--- config.mk ---
export PLATFORM = sky130hd
export DESIGN_NAME = overlapping_region_slot_map_unit
export DESIGN_NICKNAME = d
export VERILOG_FILES = /design/src/rtl/orsm_pkg.sv /design/src/rtl/orsm_cmp.sv /design/src/rtl/overlapping_region_slot_map_unit.sv
export SDC_FILE = /design/constraint.sdc
export NUM_CORES = 2
export LEC_CHECK = 0
export BUFFER_PORTS_ARGS = -buffer_cell sky130_fd_sc_hd__buf_2
export CORE_ASPECT_RATIO = 0.75
export CORE_MARGIN = 2
export CORE_UTILIZATION = 39
export CTS_CLUSTER_DIAMETER = 120
export DETAILED_ROUTE_END_ITERATION = 6
export HOLD_SLACK_MARGIN = 0.15
export PLACE_DENSITY = 0.53
export SYNTH_ARGS = -nofsm -noshare
export SYNTH_HDL_FRONTEND = slang
export SYNTH_SLANG_ARGS = --single-unit
--- constraint.sdc ---
create_clock -name clk -period 14.5 [get_ports clk]
set_clock_uncertainty 0.15 [all_clocks]
set_input_delay 2.9 -clock clk [delete_from_list [all_inputs] [get_ports clk]]
set_output_delay 2.9 -clock clk [all_outputs]
set_load 0.02 [all_outputs]
--- src/rtl/orsm_pkg.sv ---
// Package for the overlapping region slot map: transaction types, codes and defaults.
package orsm_pkg;

    localparam int SLOT_COUNT_DEF = 16;

    // match classes
    localparam logic [2:0] CLS_PARTIAL   = 3'd0;
    localparam logic [2:0] CLS_EXACT     = 3'd1;
    localparam logic [2:0] CLS_CONTAINED = 3'd2;
    localparam logic [2:0] CLS_CONTAINS  = 3'd3;
    localparam logic [2:0] CLS_NONE      = 3'd4;

    // status codes
    localparam logic [1:0] ST_OK           = 2'd0;
    localparam logic [1:0] ST_FULL         = 2'd1;
    localparam logic [1:0] ST_LOOKUP_CONTS = 2'd2;
    localparam logic [1:0] ST_INCONSISTENT = 2'd3;

    // kinds
    localparam logic KIND_UPDATE = 1'b0;
    localparam logic KIND_LOOKUP = 1'b1;

    typedef struct packed {
        logic        kind;
        logic [63:0] region_offset;
        logic [3:0]  region_size;
    } in_t;

    typedef struct packed {
        logic [1:0]  status;
        logic [2:0]  match_class;
        logic        found;
        logic [63:0] enclosing_offset;
        logic [3:0]  enclosing_size;
    } out_t;

    // per-slot compare outcome
    typedef struct packed {
        logic overlap;
        logic equal;
        logic slot_encloses;
        logic region_encloses;
    } cmp_t;

endpackage

--- src/rtl/orsm_cmp.sv ---
// Shared region compare unit: one slot against the captured access region.
module orsm_cmp (
    input  logic [63:0]       region_offset,
    input  logic [64:0]       region_end,
    input  logic [3:0]        region_size,
    input  logic [63:0]       slot_offset,
    input  logic [3:0]        slot_size,
    output orsm_pkg::cmp_t    res
);
    import orsm_pkg::*;

    logic [64:0] slot_end;
    logic [64:0] r_off_x;
    logic [64:0] s_off_x;

    // ends are 65-bit, no wrap
    assign slot_end = {1'b0, slot_offset} + {61'd0, slot_size};
    assign r_off_x  = {1'b0, region_offset};
    assign s_off_x  = {1'b0, slot_offset};

    always_comb
    begin
        res.overlap         = (r_off_x < slot_end) && (s_off_x < region_end);
        res.equal           = (slot_offset == region_offset) && (slot_size == region_size);
        res.slot_encloses   = (slot_offset <= region_offset) && (region_end <= slot_end);
        res.region_encloses = (region_offset <= slot_offset) && (slot_end <= region_end);
    end

endmodule

--- src/rtl/overlapping_region_slot_map_unit.sv ---
// Top level of the overlapping region slot map: sequencer, slot table, result register.
//
//  Channel   Signals            Handshake
//  --------  -----------------  ------------------------------------------------
//  command   start, busy, cmd   transaction taken at a clock edge with start & !busy
//  result    done, result       result valid for the single cycle done is high
//
// Sequence: a transaction runs a classify pass over every slot, a decide step
// and, for a consistent nonzero-size update classed partial overlap, contains
// slots or no match (a full table included), an update pass over every slot;
// done rises on the following cycle. The single compare unit visits one slot
// per cycle.
// busy drops in the cycle done is high, so the next command may be taken then.
// Reset empties the table at once (valid bits only); no clearing pass.
// The receiver cannot stall: done is a one-cycle strobe.
module overlapping_region_slot_map_unit #(
    parameter int SLOT_COUNT = orsm_pkg::SLOT_COUNT_DEF
) (
    input  logic          clk,
    input  logic          rst_n,
    input  logic          start,
    output logic          busy,
    input  orsm_pkg::in_t cmd,
    output logic          done,
    output orsm_pkg::out_t result
);
    import orsm_pkg::*;

    localparam int IDX_W = $clog2(SLOT_COUNT);

    typedef enum logic [1:0] {
        S_IDLE,
        S_CLASSIFY,
        S_DECIDE,
        S_UPDATE
    } state_t;

    state_t            state_reg;
    logic [IDX_W-1:0]  idx_reg;

    // captured transaction
    logic              kind_reg;
    logic [63:0]       r_off_reg;
    logic [3:0]        r_size_reg;
    logic [64:0]       r_end_reg;

    // slot table: valid bits reset, payload written only on allocation
    logic [SLOT_COUNT-1:0] slot_valid_reg;
    logic [63:0]           slot_start_reg  [SLOT_COUNT];
    logic [3:0]            slot_length_reg [SLOT_COUNT];

    // classify accumulators
    logic              eq_seen_reg, eq_multi_reg;
    logic              encl_seen_reg, encl_multi_reg;
    logic              any_contained_reg, any_partial_reg;
    logic [63:0]       encl_off_reg;
    logic [3:0]        encl_len_reg;
    logic [SLOT_COUNT-1:0] ovl_mask_reg;

    // update pass control
    logic              inval_reg, alloc_reg, placed_reg;

    logic              done_reg;
    out_t              result_reg;

    cmp_t              cmp;
    logic              last;
    logic              size_nz;
    logic              hit;
    logic [2:0]        cls_next;
    logic              bad_next;
    logic              vacant;
    logic              do_alloc;

    orsm_cmp u_cmp (
        .region_offset (r_off_reg),
        .region_end    (r_end_reg),
        .region_size   (r_size_reg),
        .slot_offset   (slot_start_reg[idx_reg]),
        .slot_size     (slot_length_reg[idx_reg]),
        .res           (cmp)
    );

    assign busy    = (state_reg != S_IDLE);
    assign done    = done_reg;
    assign result  = result_reg;
    assign last    = (idx_reg == IDX_W'(SLOT_COUNT - 1));
    assign size_nz = (r_size_reg != 4'd0);
    assign hit     = slot_valid_reg[idx_reg] && cmp.overlap && size_nz;

    // slot is free after this pass's invalidation
    assign vacant   = !slot_valid_reg[idx_reg] || (inval_reg && ovl_mask_reg[idx_reg]);
    assign do_alloc = (state_reg == S_UPDATE) && alloc_reg && !placed_reg && vacant;

    // classification by priority, plus consistency check
    always_comb
    begin
        bad_next = eq_multi_reg || encl_multi_reg;
        if (any_partial_reg)
        begin
            cls_next = CLS_PARTIAL;
            bad_next = bad_next || eq_seen_reg;
        end
        else if (eq_seen_reg)
        begin
            cls_next = CLS_EXACT;
            bad_next = bad_next || encl_seen_reg || any_contained_reg;
        end
        else if (encl_seen_reg)
        begin
            cls_next = CLS_CONTAINED;
            bad_next = bad_next || any_contained_reg;
        end
        else if (any_contained_reg)
        begin
            cls_next = CLS_CONTAINS;
        end
        else
        begin
            cls_next = CLS_NONE;
        end
    end

    always_ff @(posedge clk or negedge rst_n)
    begin
        if (!rst_n)
        begin
            state_reg         <= S_IDLE;
            idx_reg           <= '0;
            slot_valid_reg    <= '0;
            done_reg          <= 1'b0;
            eq_seen_reg       <= 1'b0;
            eq_multi_reg      <= 1'b0;
            encl_seen_reg     <= 1'b0;
            encl_multi_reg    <= 1'b0;
            any_contained_reg <= 1'b0;
            any_partial_reg   <= 1'b0;
            ovl_mask_reg      <= '0;
            inval_reg         <= 1'b0;
            alloc_reg         <= 1'b0;
            placed_reg        <= 1'b0;
        end
        else
        begin
            done_reg <= 1'b0;
            case (state_reg)
                S_IDLE:
                begin
                    if (start)
                    begin
                        idx_reg           <= '0;
                        eq_seen_reg       <= 1'b0;
                        eq_multi_reg      <= 1'b0;
                        encl_seen_reg     <= 1'b0;
                        encl_multi_reg    <= 1'b0;
                        any_contained_reg <= 1'b0;
                        any_partial_reg   <= 1'b0;
                        state_reg         <= S_CLASSIFY;
                    end
                end
                S_CLASSIFY:
                begin
                    ovl_mask_reg[idx_reg] <= hit;
                    if (hit)
                    begin
                        if (cmp.equal)
                        begin
                            eq_multi_reg <= eq_multi_reg || eq_seen_reg;
                            eq_seen_reg  <= 1'b1;
                        end
                        else if (cmp.slot_encloses)
                        begin
                            encl_multi_reg <= encl_multi_reg || encl_seen_reg;
                            encl_seen_reg  <= 1'b1;
                        end
                        else if (cmp.region_encloses)
                        begin
                            any_contained_reg <= 1'b1;
                        end
                        else
                        begin
                            any_partial_reg <= 1'b1;
                        end
                    end
                    if (last)
                    begin
                        state_reg <= S_DECIDE;
                    end
                    else
                    begin
                        idx_reg <= idx_reg + 1'b1;
                    end
                end
                S_DECIDE:
                begin
                    if (!bad_next && kind_reg == KIND_UPDATE && size_nz
                        && cls_next != CLS_EXACT && cls_next != CLS_CONTAINED)
                    begin
                        inval_reg  <= (cls_next == CLS_PARTIAL) || (cls_next == CLS_CONTAINS);
                        alloc_reg  <= (cls_next == CLS_CONTAINS) || (cls_next == CLS_NONE);
                        placed_reg <= 1'b0;
                        idx_reg    <= '0;
                        state_reg  <= S_UPDATE;
                    end
                    else
                    begin
                        done_reg  <= 1'b1;
                        state_reg <= S_IDLE;
                    end
                end
                S_UPDATE:
                begin
                    if (inval_reg && ovl_mask_reg[idx_reg])
                    begin
                        slot_valid_reg[idx_reg] <= 1'b0;
                    end
                    if (do_alloc)
                    begin
                        slot_valid_reg[idx_reg] <= 1'b1;
                        placed_reg              <= 1'b1;
                    end
                    if (last)
                    begin
                        done_reg  <= 1'b1;
                        state_reg <= S_IDLE;
                    end
                    else
                    begin
                        idx_reg <= idx_reg + 1'b1;
                    end
                end
                default:
                begin
                    state_reg <= S_IDLE;
                end
            endcase
        end
    end

    // payload registers: captured transaction, enclosing slot, table entries, result
    always_ff @(posedge clk)
    begin
        if (state_reg == S_IDLE && start)
        begin
            kind_reg   <= cmd.kind;
            r_off_reg  <= cmd.region_offset;
            r_size_reg <= cmd.region_size;
            r_end_reg  <= {1'b0, cmd.region_offset} + {61'd0, cmd.region_size};
        end
        if (state_reg == S_CLASSIFY && hit && !cmp.equal && cmp.slot_encloses)
        begin
            encl_off_reg <= slot_start_reg[idx_reg];
            encl_len_reg <= slot_length_reg[idx_reg];
        end
        if (do_alloc)
        begin
            slot_start_reg[idx_reg]  <= r_off_reg;
            slot_length_reg[idx_reg] <= r_size_reg;
        end
        if (state_reg == S_DECIDE)
        begin
            result_reg.match_class      <= cls_next;
            result_reg.status           <= ST_OK;
            result_reg.found            <= 1'b0;
            result_reg.enclosing_offset <= 64'd0;
            result_reg.enclosing_size   <= 4'd0;
            if (bad_next)
            begin
                result_reg.status <= ST_INCONSISTENT;
            end
            else if (kind_reg == KIND_LOOKUP)
            begin
                if (cls_next == CLS_EXACT)
                begin
                    result_reg.found            <= 1'b1;
                    result_reg.enclosing_offset <= r_off_reg;
                    result_reg.enclosing_size   <= r_size_reg;
                end
                else if (cls_next == CLS_CONTAINED)
                begin
                    result_reg.found            <= 1'b1;
                    result_reg.enclosing_offset <= encl_off_reg;
                    result_reg.enclosing_size   <= encl_len_reg;
                end
                else if (cls_next == CLS_CONTAINS)
                begin
                    result_reg.status <= ST_LOOKUP_CONTS;
                end
            end
        end
        // no vacant slot by the end of the pass: table full
        if (state_reg == S_UPDATE && last && alloc_reg && !placed_reg && !vacant)
        begin
            result_reg.status <= ST_FULL;
        end
    end

    // a result only follows work in progress
    assert property (@(posedge clk) disable iff (!rst_n) done |-> $past(busy))
        else $error("result strobe without a transaction in progress");

    // table is only touched while busy
    assert property (@(posedge clk) disable iff (!rst_n) !busy |=> $stable(slot_valid_reg))
        else $error("slot table changed while idle");

    // full table is only reported for an allocating class
    assert property (@(posedge clk) disable iff (!rst_n)
        (done && result.status == ST_FULL) |->
        (result.match_class == CLS_NONE || result.match_class == CLS_CONTAINS))
        else $error("table full with a non-allocating class");

    // an enclosing region is only reported on success
    assert property (@(posedge clk) disable iff (!rst_n)
        (done && result.found) |-> (result.status == ST_OK))
        else $error("found set with error status");

endmodule

After elaboration in Yosys (flattened, before gate mapping):

Memory sizes are Yosys's and may differ from the RTL's.
Index checks and enable logic that the tools add are counted.

* output and inout bits: 76
* register bits after elaboration: 324
* memories kept: 2
* bits in writable memories: 1088
* logic and storage cells: 187

* add/sub/neg operators: 3
* multiplexer cells: 66
* bitwise logic cells: 4
* $lt $le $gt $ge: 8
* equality and inequality tests: 25
* reductions and logical operators: 54

Memory list
* slot_start_reg: words 16, width 64, rd ports 1, clocked after Yosys merged registers in 0, wr ports 1, line overlapping_region_slot_map_unit.sv:49 `logic [63:0] slot_start_reg [SLOT_COUNT];`
* slot_length_reg: words 16, width 4, rd ports 1, clocked after Yosys merged registers in 0, wr ports 1, line overlapping_region_slot_map_unit.sv:50 `logic [3:0] slot_length_reg [SLOT_COUNT];`

Operators by type and width (count)
* $mux 69: 2
* $add 64x4->65: 2
* $le 65x65->1: 2
* $lt 64x65->1: 2
* $le 64x64->1: 2
* $eq 64x64->1: 1
* $mux 16: 3
* $mux 1: 31
* $ne 2x2->1 const B: 13
* $logic_and 1x1->1: 23
* $mux 2: 9
* $and 16x16->16: 1
* $bwmux 16: 1
* $not 16->16: 1
* $or 16x16->16: 1
* $pmux 1 s2: 8
* $mux 3: 4
* $mux 4: 3
* $pmux 4 s3: 1
* $reduce_and 6->1: 2
* $logic_or 1x1->1: 10
* $reduce_and 3->1: 3
* $bmux 1 s4: 2
* $pmux 2 s4: 1
* 23 further kinds: 32

Depth between registers and ports, before layout:

* word-level depth: 12
* depth in mapped cells: 33

Hierarchy:

From an unflattened synthesis, not the netlist that was laid out.

* cell total of the unflattened synthesis: 3495
* area total of the unflattened synthesis: 61546.5 sq um

By module, submodules not included
* overlapping_region_slot_map_unit: area each 54023.1 sq um, sequential area each 42140.4 sq um, times used 1, cells an instance 2459
* orsm_cmp: area each 7523.5 sq um, sequential area each 0.0 sq um, times used 1, cells an instance 1036

Worst setup path after synthesis:

OpenSTA, ideal clock, no wires.

* kind: register -> register
* from: register idx_reg[0]
* to: register encl_len_reg[0] (read register of slot_length_reg), enable pin
* setup time: 0.494 ns
* stages on the path, launching flop included: 28
* slack: 4.175 ns
* arrival: 9.681 ns
* cell sequence: dfrtp_1 > buf_6 > buf_12 > buf_12 > buf_12 > buf_12 > buf_6 > buf_6 > buf_1 > mux4_2 > mux4_2 > ha_1 > a21o_1 > a21oi_1 > or3_1 > nor4_4 > nand4_1 > or3_4 > nor4_4 > xnor2_1 > ha_1 > nand4_1 > nor4_1 > nand3_1 > or3_1 > or2_2 > a21bo_2 > nor2_1

* word-level cells in the longest chain between the ends: 9
* elaborated cells between the ends (all ways): 20

RTL lines
* from (decl): line overlapping_region_slot_map_unit.sv:39 `logic [IDX_W-1:0] idx_reg;`
* from (signal assigned): line overlapping_region_slot_map_unit.sv:191 `idx_reg <= idx_reg + 1'b1;`
* from (signal assigned): line overlapping_region_slot_map_unit.sv:229 `idx_reg <= idx_reg + 1'b1;`
* $mem_v2 16x64 *
* net u_cmp.slot_offset[2]: line orsm_cmp.sv:6 `input logic [63:0] slot_offset,`
* $add 64x4->65: line orsm_cmp.sv:17 `assign slot_end = {1'b0, slot_offset} + {61'd0, slot_size};`
* $lt 64x65->1: line orsm_cmp.sv:23 `res.overlap = (r_off_x < slot_end) && (s_off_x < region_end);`
* $logic_and 1x1->1: line orsm_cmp.sv:23
* $logic_and 1x1->1 (2 in series): line overlapping_region_slot_map_unit.sv:89 `assign hit = slot_valid_reg[idx_reg] && cmp.overlap && size_nz;`
* $logic_and 1x1->1 (2 in series): line overlapping_region_slot_map_unit.sv:250 `if (state_reg == S_CLASSIFY && hit && !cmp.equal && cmp.slot_encloses)`
* $logic_and 1x1->1 *: line overlapping_region_slot_map_unit.sv:250
* to (decl): line overlapping_region_slot_map_unit.sv:57 `logic [3:0] encl_len_reg;`

The timed path passes the listed nets; every way through them passes the cells marked *. The select of a mux whose other input is x is not followed.
A chain may end at the register's enable or synchronous reset.

Worst setup path after layout:

* from: register idx_reg[0]
* to: register encl_off_reg[34] (read register of slot_start_reg), enable pin

* word-level cells in the longest chain between the ends: 9
* elaborated cells between the ends (all ways): 20

RTL lines
* $mem_v2 16x4 *
* net u_cmp.slot_size[2]: line orsm_cmp.sv:7 `input logic [3:0] slot_size,`
* $add 64x4->65: line orsm_cmp.sv:17
* $lt 64x65->1: line orsm_cmp.sv:23
* $logic_and 1x1->1: line orsm_cmp.sv:23
* $logic_and 1x1->1 (2 in series): line overlapping_region_slot_map_unit.sv:89
* $logic_and 1x1->1 (2 in series): line overlapping_region_slot_map_unit.sv:250
* $logic_and 1x1->1 *: line overlapping_region_slot_map_unit.sv:250
* to (decl): line overlapping_region_slot_map_unit.sv:56 `logic [63:0] encl_off_reg;`

Marked as above.

==> flow_summary_export.csv <==
group,metric,value,unit
detailed_routing,wl_met2,80.5,mm
grt,grt_overflow,0,
logic_synthesis,yosys.area.top_type,"edfxtp_1",
die,die_x,464,um
cts,clock_latency,0.81,ns
die,die-area,162000,um^2
logic_synthesis,synth_edf_count,1362,
logic_synthesis,synth_cells,3453,
timing,setup_tns,0,ns
placed_design,port_buffers,147,
grt,grt_use_total,0.218,
placed_design,place_area,64900,um^2
critical_path,path_max_fanout,47,
critical_path,cp.required,14.77,ns
cts,cts_root_buf,"clkbuf_16",
timing,setup_viol,0,
logic_synthesis,synthFlopType,"edfxtp_1",
logic_synthesis,yosys_warnings,0,
detailed_routing,drt_iter0_drc,3505,
detailed_routing,via_count,33800,
pwr,p_leak,0.0237,uW
detailed_routing,firstDrtPassIters,7,
cts,cts.sinks,1412,
timing,max_freq,101,MHz
die,start_util,0.393,
die,fp-row-count,126,
detailed_routing,wl,178,mm
logic_synthesis,avgSynthCellArea,18.0,um^2
die,core_area,158000,um^2
placed_design,place_hpwl,112,mm
detailed_routing,drt-vias-per-instance,5.71,
timing,grt_setup_unrepaired,"no",
cts,cts.htree.levels,4,
critical_path,arrival,10.20,ns
grt,grt_max_degree,118,
critical_path,worst-setup-path-type,"register to register",
timing,worstMarginPinSlew,1.16,ns
finish,fillCellCount,13900,
grt,grt_first_pass_wirelength,252,mm
timing,fin_crit,9.93,ns
cts,post_cts_resized,0,
finish,postLayoutCellArea,69700,um^2
hold_path,worstHoldPathType,"register to register",
die,die_h,349,um
detailed_routing,wl_met3,11.3,mm
logic_synthesis,synth_top_cells_by_area,"edfxtp_1 66%, mux4_2 8.7%, ha_1 5.4%",
detailed_routing,wl_met1,82.0,mm
logic_synthesis,syn_nets,3794,
logic_synthesis,synthArstFlopShare,0.0340,
timing,maxSlewViolCount,0,
timing,finalHoldViolCount,0,
flow_run,drv_cap,0,
finish,final_nets,4034,
cts,cts.reportedPaths.clkPinSlew,0.06,ns
grt,grt_pass1_vias,33700,
critical_path,critPathLaunchType,"register",
detailed_routing,highest_layer,"met4",
cts,cts_hold_buf,0,
logic_synthesis,yosysUniqueCellTypes,80,
cts,cts_tree,"done",
finish,area_delta_synth_final,12.4,%
placed_design,gp_congestion,0.923,
grt,antenna_found_initial,10,
finish,largest_reg_flops,1024,
finish,layout-drive-gt1-share,0.198,
hold_path,holdPathStages,2,
cts,clockBufferDepth,3,
critical_path,endpoint_kind,"register",
logic_synthesis,yosysSeqAreaShare,0.680,
cts,post_cts_buffers,0,
logic_synthesis,synth_seq_cells,1412,
pwr,power_density,196,nW/um^2
critical_path,rr_worst_depth,25,
status,status,"complete, no violations",
timing,finalCritPeriodShare,0.685,
timing,relSlewSlack,0.224,
pwr,vdd_drop_max,0.000140,V
logic_synthesis,synthesis.area,62000,um^2
detailed_routing,wl_per_cell,30.0,um
logic_synthesis,synth_top_area_share,0.660,
cts,cts-buffers-inserted,145,
die,io_pins,148,
detailed_routing,remaining_drc_errors,0,
detailed_routing,postRouteAntennaNets,0,
==> power by group <==
part           internal (uW)  total, uW  switching [uW]  leakage, uW
clock                   2110       3750            1630      0.00228
sequential              4750       5030             281       0.0129
combinational           1950       4880            2930      0.00846
total                   8810      13700            4840       0.0237
==> synth_stat cells, types with 14 or more instances <==
cell type	count
mux4_2	239
buf_12	23
nand2_1	129
edfxtp_1	1362
and3_1	15
ha_1	267
dfrtp_1	48
a21o_1	59
a22oi_1	126
o31ai_2	18
buf_2	22
o21ai_0	93
and4_1	16
nand3_1	48
clkbuf_1	36
clkbuf_8	21
mux4_1	68
nor2_1	157
nor3_1	34
nor2b_1	25
a211oi_1	14
xnor2_1	109
nor4_1	16
inv_1	156
nand4_1	74
xor2_1	23
a21oi_1	76
==> stage by stage <==
step                cells  power [uW]  hold WS [ns]  worst slack [ns]  utilization
floorplan            3453        8570         0.288              4.17            -
detailed placement   5658        9940         0.309              4.32        0.412
CTS                  5920       13700         0.329              4.29        0.442
global route         5922       14400         0.351              3.86        0.442
finish               5924       13700         0.334              4.57        0.442
global placement     5658        9940         0.306              4.58        0.412
==> worst paths after layout <==
kind	startpoint	to	slack (ns)
setup / recovery	idx_reg[0]$_DFFE_PN0P_	encl_off_reg[34]$_DFFE_PP_	4.57
hold / removal	eq_multi_reg$_DFFE_PN0P_	eq_multi_reg$_DFFE_PN0P_	0.33
setup reg to reg	idx_reg[0]$_DFFE_PN0P_	encl_off_reg[34]$_DFFE_PP_	4.57
hold reg to reg	eq_multi_reg$_DFFE_PN0P_	eq_multi_reg$_DFFE_PN0P_	0.33
max in group asynchronous	rst_n	idx_reg[0]$_DFFE_PN0P_	11.56
min in group asynchronous	rst_n	slot_valid_reg[4]$_DFFE_PN0P_	2.10
==> per-layer routing <==
| metal | GRT usage | up-vias |
|---|---|---|
| li1 | - | 14500 |
| met1 | 0.326 | 17900 |
| met2 | 0.331 | 1169 |
| met3 | 0.0335 | 213 |
| met4 | 0.0608 | 0 |
| met5 | 0 | - |
==> cell type report <==
type,count,area [um^2],share of cell area
Clock inverter,91,973,0.0140
Inverter,158,598,0.00859
Tap cell,2112,2640,0.0379
Clock buffer,171,3740,0.0536
Timing Repair Buffer,219,1310,0.0189
Antenna cell,4,10.0,0.000144
Multi-Input combinational cell,1757,18200,0.262
Sequential cell,1412,42200,0.605
==> logic make-up (layout without fill, tap and decap cells) <==
group | count (synthesis) | in the layout | synth area share
AOI/OAI and AO/OA | 463 | 463 | 0.0525
xor gates and xnor gates | 132 | 132 | 0.0186
adders and majority gates | 269 | 269 | 0.0545
buffers and inverters | 284 | 639 | 0.0291
DFF | 1412 | 1412 | 0.680
muxes | 315 | 315 | 0.117
other | 0 | 4 | 0
and+or+nand+nor | 578 | 578 | 0.0485
==> cell usage in the layout (no fill, tap or decap), types with 25 or more instances in the layout <==
cell / count
clkbuf_1: 25
nor2_1: 138
clkinv_1: 32
o21ai_0: 93
mux4_1: 68
buf_4: 69
edfxtp_1: 1362
a21oi_1: 76
nor3_1: 33
xnor2_1: 109
ha_1: 267
mux4_2: 239
a22oi_1: 126
clkbuf_16: 145
nand3_1: 48
a21o_1: 59
nand2_1: 128
inv_1: 155
buf_2: 147
nand4_1: 74
dfrtp_1: 44
==> worst max-delay path, stage by stage, from the launching register on <==
cell	delay, ns
dfrtp_4	0.83
buf_4	0.84
mux4_2	0.60
mux2i_1	0.16
nand2_1	0.07
o21ai_1	0.28
inv_1	0.15
ha_1	0.36
a21o_1	0.13
a21oi_1	0.10
or3_1	0.43
nor4_4	0.16
buf_4	0.21
nand4_1	0.26
or3_4	0.49
nor4_4	0.23
xnor2_1	0.14
ha_1	0.33
nand4_1	0.14
nor4_1	0.58
nand3_1	0.21
or3_1	0.43
or2_2	0.34
a21bo_2	0.27
nor2_4	0.79
buf_4	0.77
Power figures use the tool's default switching activity.
